File: src/hw/rtl/hect_pkg.sv
// hect_pkg: shared constants, types and datapath command codes of the
// hashed event counter table. No dependencies; every other file imports it.
package hect_pkg;

    // Table geometry
    localparam int CAPACITY = 1024;
    localparam int SLOT_W   = $clog2(CAPACITY);
    localparam int USED_W   = SLOT_W + 1;
    localparam int IDX_W    = 10;
    localparam int TEST_W   = 16;
    localparam int WORD_W   = 64;
    localparam int HALF_W   = WORD_W / 2;

    // Hash constants
    localparam logic [WORD_W-1:0] HASH_MUL_A = 64'h9e37_79b9_7f4a_7c15;
    localparam logic [WORD_W-1:0] HASH_MUL_B = 64'hbf58_476d_1ce4_e5b9;
    localparam int HASH_SHIFT_1 = 29;
    localparam int HASH_SHIFT_2 = 32;

    // Operation codes of an input transaction
    localparam logic OP_ACCUM = 1'b0;
    localparam logic OP_READ  = 1'b1;

    // Result status codes
    typedef enum logic [2:0] {
        STS_ACCUM  = 3'd0,
        STS_INSERT = 3'd1,
        STS_DROP   = 3'd2,
        STS_IGNORE = 3'd3,
        STS_READ   = 3'd4
    } t_status;

    // Commands from the controller to the datapath
    typedef enum logic [4:0] {
        DP_NOP,
        DP_CLR_INIT,
        DP_CLEAR,
        DP_CAPTURE,
        DP_MUL_LL,
        DP_MUL_LH,
        DP_MUL_HL,
        DP_MUL_END,
        DP_MIX1,
        DP_MIX2,
        DP_PROBE_RD,
        DP_NEXT,
        DP_UPDATE,
        DP_INSERT,
        DP_DROP,
        DP_IGNORE,
        DP_READ_RD,
        DP_READ_RES
    } t_dp_cmd;

    // Status from the datapath to the controller
    typedef struct packed {
        logic op_read;
        logic addr_zero;
        logic rd_valid;
        logic rd_match;
        logic at_limit;
        logic pos_last;
    } t_dp_sts;

    // One slot of the table memory
    typedef struct packed {
        logic              valid;
        logic [TEST_W-1:0] test;
        logic [WORD_W-1:0] addr;
        logic [WORD_W-1:0] count;
    } t_slot;

endpackage

File: src/hw/rtl/hect_ctrl.sv
// hect_ctrl: controller state machine of the counter table; sequences the
// hash, the probe and the result hand-off. Depends on hect_pkg.
module hect_ctrl (
    input  logic              i_clk,
    input  logic              i_rst_n,
    input  logic              i_in_valid,
    output logic              o_in_ready,
    output logic              o_out_valid,
    input  logic              i_out_ready,
    input  hect_pkg::t_dp_sts i_sts,
    output hect_pkg::t_dp_cmd o_cmd
);
    import hect_pkg::*;

    typedef enum logic [3:0] {
        S_CLR_START,
        S_CLEAR,
        S_IDLE,
        S_DECODE,
        S_MUL_LL,
        S_MUL_LH,
        S_MUL_HL,
        S_MUL_END,
        S_MIX1,
        S_MIX2,
        S_PROBE,
        S_CHECK,
        S_READ_RES
    } t_state;

    t_state  r_state, n_state;
    logic    r_out_valid;
    logic    r_second, n_second;
    logic    out_free;
    logic    emit;
    t_dp_cmd cmd;

    // The result register may take a new transaction when empty or draining
    assign out_free = !r_out_valid || i_out_ready;

    // Next state and datapath command
    always_comb begin
        n_state  = r_state;
        n_second = r_second;
        cmd      = DP_NOP;
        emit     = 1'b0;
        unique case (r_state)
            S_CLR_START: begin
                cmd     = DP_CLR_INIT;
                n_state = S_CLEAR;
            end
            S_CLEAR: begin
                cmd = DP_CLEAR;
                if (i_sts.pos_last) begin
                    n_state = S_IDLE;
                end
            end
            S_IDLE: begin
                if (i_in_valid) begin
                    cmd     = DP_CAPTURE;
                    n_state = S_DECODE;
                end
            end
            S_DECODE: begin
                priority if (i_sts.op_read) begin
                    cmd     = DP_READ_RD;
                    n_state = S_READ_RES;
                end else if (i_sts.addr_zero) begin
                    if (out_free) begin
                        cmd     = DP_IGNORE;
                        emit    = 1'b1;
                        n_state = S_IDLE;
                    end
                end else begin
                    cmd      = DP_MUL_LL;
                    n_second = 1'b0;
                    n_state  = S_MUL_LH;
                end
            end
            S_MUL_LL: begin
                cmd     = DP_MUL_LL;
                n_state = S_MUL_LH;
            end
            S_MUL_LH: begin
                cmd     = DP_MUL_LH;
                n_state = S_MUL_HL;
            end
            S_MUL_HL: begin
                cmd     = DP_MUL_HL;
                n_state = S_MUL_END;
            end
            S_MUL_END: begin
                cmd     = DP_MUL_END;
                n_state = r_second ? S_MIX2 : S_MIX1;
            end
            S_MIX1: begin
                cmd      = DP_MIX1;
                n_second = 1'b1;
                n_state  = S_MUL_LL;
            end
            S_MIX2: begin
                cmd     = DP_MIX2;
                n_state = S_PROBE;
            end
            S_PROBE: begin
                cmd     = DP_PROBE_RD;
                n_state = S_CHECK;
            end
            S_CHECK: begin
                priority if (i_sts.rd_valid && !i_sts.rd_match) begin
                    cmd = DP_NEXT;
                end else if (out_free) begin
                    emit    = 1'b1;
                    n_state = S_IDLE;
                    priority if (i_sts.rd_valid) begin
                        cmd = DP_UPDATE;
                    end else if (i_sts.at_limit) begin
                        cmd = DP_DROP;
                    end else begin
                        cmd = DP_INSERT;
                    end
                end
            end
            S_READ_RES: begin
                if (out_free) begin
                    cmd     = DP_READ_RES;
                    emit    = 1'b1;
                    n_state = S_IDLE;
                end
            end
            default: begin
                n_state = S_IDLE;
            end
        endcase
    end

    // Hold state and the result valid flag
    always_ff @(posedge i_clk) begin
        if (!i_rst_n) begin
            r_state     <= S_CLR_START;
            r_second    <= 1'b0;
            r_out_valid <= 1'b0;
        end else begin
            r_state  <= n_state;
            r_second <= n_second;
            if (emit) begin
                r_out_valid <= 1'b1;
            end else if (i_out_ready) begin
                r_out_valid <= 1'b0;
            end
        end
    end

    assign o_in_ready  = (r_state == S_IDLE);
    assign o_out_valid = r_out_valid;
    assign o_cmd       = cmd;

endmodule

File: config.mk
export PLATFORM = sky130hd
export DESIGN_NAME = hect_ctrl
export DESIGN_NICKNAME = d
export VERILOG_FILES = /design/src/hw/rtl/hect_pkg.sv /design/src/hw/rtl/hect_ctrl.sv
export SDC_FILE = /design/constraint.sdc
export NUM_CORES = 1
export LEC_CHECK = 0
export BUFFER_PORTS_ARGS = -buffer_cell sky130_fd_sc_hd__buf_2
export CAP_MARGIN = 20
export CELL_PAD_IN_SITES_DETAIL_PLACEMENT = 1
export CELL_PAD_IN_SITES_GLOBAL_PLACEMENT = 1
export CORE_ASPECT_RATIO = 1.2
export CORE_MARGIN = 2
export CORE_UTILIZATION = 38
export CTS_BUF_LIST = sky130_fd_sc_hd__clkbuf_16
export DETAILED_ROUTE_END_ITERATION = 6
export PLACE_DENSITY_LB_ADDON = 0.1
export SLEW_MARGIN = 20
export SYNTH_ARGS = -nofsm -noshare
export SYNTH_HDL_FRONTEND = slang
export SYNTH_SLANG_ARGS = --single-unit
File: constraint.sdc
create_clock -name i_clk -period 3.1 [get_ports i_clk]
set_input_delay 0.62 -clock i_clk [delete_from_list [all_inputs] [get_ports i_clk]]
set_output_delay 0.62 -clock i_clk [all_outputs]
set_load 0.01 [all_outputs]
After elaboration in Yosys (flattened, before gate mapping)
Index checks and enable logic that the tools add are counted.
- bits in registers: 6
- bits in latches: 0
- RAM bits: 0
- bits in read-only memories: 0
- output and inout bits: 7
- logic and storage cells: 57
- memories kept: 0
- add/sub/neg operators: 0
- multiply operators: 0
- divide/modulo/power cells: 0
- order comparisons: 0
- eq/ne operators: 17
- shifts and indexed selects: 0
- mux-type cells: 28
- bitwise operators: 0
- reductions and logical operators: 9
- operator list (operator ; count):
    $pmux 5 s13 ; 1
    $pmux 4 s13 ; 1
    $mux 4 ; 9
    $eq 4x4->1 const B ; 5
    $eq 4x3->1 const B ; 4
    $mux 5 ; 3
    $ne 2x2->1 const B ; 5
    $mux 1 ; 9
    $eq 4x2->1 const B ; 2
    $mux 2 ; 3
    $reduce_and 3->1 ; 2
    $eq 4x1->1 const B ; 1
    $logic_not 4->1 ; 1
    $reduce_bool 2->1 ; 2
    $pmux 1 s3 ; 1
    $logic_not 1->1 ; 2
    $pmux 1 s2 ; 1
    $logic_and 1x1->1 ; 1
    $logic_or 1x1->1 ; 1

Logic depth before layout (Yosys ltp)
- depth after elaboration: 7
- depth in mapped cells: 5
- mapped depth without buffers: 4

Least setup slack after synthesis
Ideal clock, no wire load.
- kind: input port to output port
- start: input port i_out_ready
- end: output port o_cmd[1]
- arrival time: 1611 ps
- required time: 2480 ps
- slack: 869 ps
- cell stages on the path: 4
- path buffers: 0
- path through: and2b_1 > or3_1 > a221o_1 > o2111ai_1
- word-level cells in the longest chain between the ends: 5
- RTL lines (element ; line ; RTL):
    start: declaration ; hect_ctrl.sv:9 ; input logic i_out_ready,
    $logic_or 1x1->1 * ; hect_ctrl.sv:39 ; assign out_free = !r_out_valid || i_out_ready;
    $mux 4 ; hect_ctrl.sv:69 ; if (out_free) begin
    $mux 5 ; hect_ctrl.sv:68 ; end else if (i_sts.addr_zero) begin
    $mux 5 ; hect_ctrl.sv:65 ; priority if (i_sts.op_read) begin
    $pmux 5 s13 * ; hect_ctrl.sv:47 ; unique case (r_state)
    end: declaration ; hect_ctrl.sv:11 ; output hect_pkg::t_dp_cmd o_cmd
Mark *: on every way between the ends. The rest lies on a longest branch, timed or not.

Worst setup path after layout
- start: register r_state[1]
- end: output port o_cmd[1]
- word-level cells in the longest chain between the ends: 2
- RTL lines (element ; line ; RTL):
    start: declaration ; hect_ctrl.sv:31 ; t_state r_state, n_state;
    start signal: assignment ; hect_ctrl.sv:144 ; r_state <= n_state;
    $eq 4x4->1 (tied with other cells) ; hect_ctrl.sv:47 ;
    $pmux 5 s13 * ; hect_ctrl.sv:47 ;
Marks and branches as above.

==> reports/results.tsv <==
metric	value	unit
register area	120.1	µm²
Post-synth EDFFs	0	
grt peak-use layer	met2	
CP Capture Type	output pin	
post-CTS resize count	0	
min Tclk post-route	2644	ps
routed len/inst	17.25	µm
multi-input logic area	490.5	µm²
Area Growth Syn to Fin	20.44	%
clock-pin slew on the worst setup and hold paths	30	ps
initial antenna violation count	0	
Worst setup SP type	flop	
post-route setup slack	455.8	ps
gpl congestion	0.8989	
Arrival @ worst endpoint	2020	ps
WP data required	2480	ps
hold-fix buffers at CTS	0	
Final ANT Viol Nets	0	
Synth Flop Type	dfxtp_1	
final setup violation count	0	
num rows	16	
Core ar.	0.001662	mm²
fillers	229	
drt pass-1 iters	4	
VDD IR max	462.2	µV
fraction of registers with async set/reset	0	%
total wire length	2294	µm
Post-CTS Setup Bufs	0	
Cell Area, Synth	685.7	µm²
Inserted Clock Buffers	3	
syn nets	110	
Initial Utilization	41.27	%
outcome	finished clean	
Yosys top cell area share	17.52	%
met1 track demand over resource	28.67	%
Tot GR Track Use	23.93	%
critical path's largest stage delay	590	ps
Slowest-stage cell, CP	dfxtp_1	
I/O pins	17	
Rel. slew slack	65.60	%
worst slack, placed	629.2	ps
Peak Freq	0.3782	GHz
antenna fix cells	0	
PwrDens	838.8	mW/mm²
die span in y	50.53	µm
LEAKAGE	0.3372	nW
cell taking the most area after synthesis	dfxtp_1	
CTS HTree Levels	1	
Syn Area/Cell	6.857	µm²
met3 GRT Util	6.115	%
Worst Tran Pin Value	515.4	ps
clk root buf	clkbuf_16	
vias per inst	6.263	
NumNets Final	127	
DP HPWL	1678	µm
HP Class	reg -> reg	
RSZ-0062 raised after global routing	no	
Initial DRC Count	19	
Worst Path Max Fanout	14	
Syn Inst Count	100	
unique cell type count in the Yosys netlist	38	
Hold Path Depth	2	
GRT met2 Usage	39.90	%
max-cap check violation count	0	
clock buffer depth	2	
Worst Reg-to-Reg Cells	4	
Synth Warn #	0	
final hold vios	0	
Slew Viols, Final	0	
synthesized flop and latch total	6	
largest net degree at the start of global routing	16	
top post-synthesis cells by area	dfxtp_1 18%, nor2_1 7.7%, a21oi_1 7.3%, o21ai_0 5.8%, nand2b_1 5.5%	
global-route wire length before repair	3857	µm
worst-case clock skew	1.489	ps
clock sinks	6	
Port-buffer cells	16	
WS Path Type	reg -> out	
die area	0.002161	mm²
register area share after synthesis	17.52	%
die width	42.78	µm
final worst path period share	85.30	%
global route overflow	0	
number of remaining DRC errors	0	
CTS tree	yes	
clk_lat worst skew	230	ps
ratio of cells with drive above 1 in the final layout	21.74	%
crit-path cells	nand2_2 -> or3_1 -> a221o_1 -> o2111ai_1 -> buf_2	
setup TNS	0	ps
vias in the first global route	822	
Via Count	833	
## registers in the layout (all words and copies together) (netlist names)
name,cells
r_state,4
o_out_valid,1
r_second,1
## cell families after synthesis
| kind of cell | share of synthesized area [%] |
|---|---|
| and+or+nand+nor | 35.41 |
| buffers and inverters | 10.95 |
| DFF | 17.52 |
| AOI/OAI and AO/OA | 36.13 |
## cell type report
class | instances | area share (%)
sequential | 6 | 14.55
clock buffer | 3 | 9.091
tap | 18 | 2.727
timing repair buffer | 18 | 11.52
inverter | 6 | 2.727
multi-input combinational | 82 | 59.39
## through the flow
step | hold slack [ps] | cell area (µm²) | cells | total power [W] | util (%)
global placement | 604.3 | 750.7 | 130 | 0.0004730 | 45.18
finish | 623.3 | 825.8 | 133 | 0.0006927 | 49.70
CTS | 627.2 | 825.8 | 133 | 0.0006941 | 49.70
global route | 671.1 | 825.8 | 133 | 0.0007435 | 49.70
floorplan | 551.3 | 685.7 | 100 | 0.0003957 | -
detailed placement | 605.0 | 750.7 | 130 | 0.0004814 | 45.18
## critical path: cells and delay by family (launching register included)
| kind | cells | cell delay [ps] |
|---|---|---|
| AOI/OAI and AO/OA | 2 | 420 |
| DFF | 1 | 590 |
| buffers and inverters | 1 | 160 |
| and+or+nand+nor | 2 | 620 |
## final timing paths
kind | endpoint | from | slack (ps)
max | o_cmd[1] | r_state[1]$_SDFFE_PN0P_ | 460
min | r_state[2]$_SDFFE_PN0P_ | r_state[3]$_SDFFE_PN0P_ | 620
max reg2reg | r_state[0]$_SDFFE_PN0P_ | r_state[2]$_SDFFE_PN0P_ | 1270
min reg2reg | r_state[2]$_SDFFE_PN0P_ | r_state[3]$_SDFFE_PN0P_ | 620
## cell usage in the layout, fill, tap and decap left out, types with 3 or more instances in the layout
cell type,count
o21ai_0,8
inv_1,6
nor2b_1,5
nor3_1,3
nand2b_1,6
clkbuf_16,3
nor2_1,14
a21oi_1,10
nand2_1,3
dfxtp_1,6
buf_2,16
o22ai_1,3
## power by group
group	internal, W	switching [W]	total (W)
combinational	0.000144	0.000200	0.000343
clock	0.000165	0.0000432	0.000209
sequential	0.0000959	0.0000446	0.000141
## Yosys cell counts, types with 2 or more instances
| library cell | instances |
|---|---|
| a211oi_1 | 2 |
| a21oi_1 | 10 |
| a31oi_1 | 2 |
| a32o_1 | 2 |
| buf_4 | 2 |
| buf_6 | 3 |
| dfxtp_1 | 6 |
| inv_1 | 6 |
| nand2_1 | 3 |
| nand2b_1 | 6 |
| nand3_1 | 2 |
| nor2_1 | 14 |
| nor2b_1 | 5 |
| nor3_1 | 3 |
| nor4_1 | 2 |
| o21ai_0 | 8 |
| o22ai_1 | 3 |
## per-layer routing
layer / vias to the layer above / part of all wire (%)
li1: 404 / -
met1: 401 / 44
met2: 24 / 51
met3: 4 / 3.6
met4: 0 / 1.9
met5: - / 0
No activity file was read; power rests on OpenSTA's default activity.
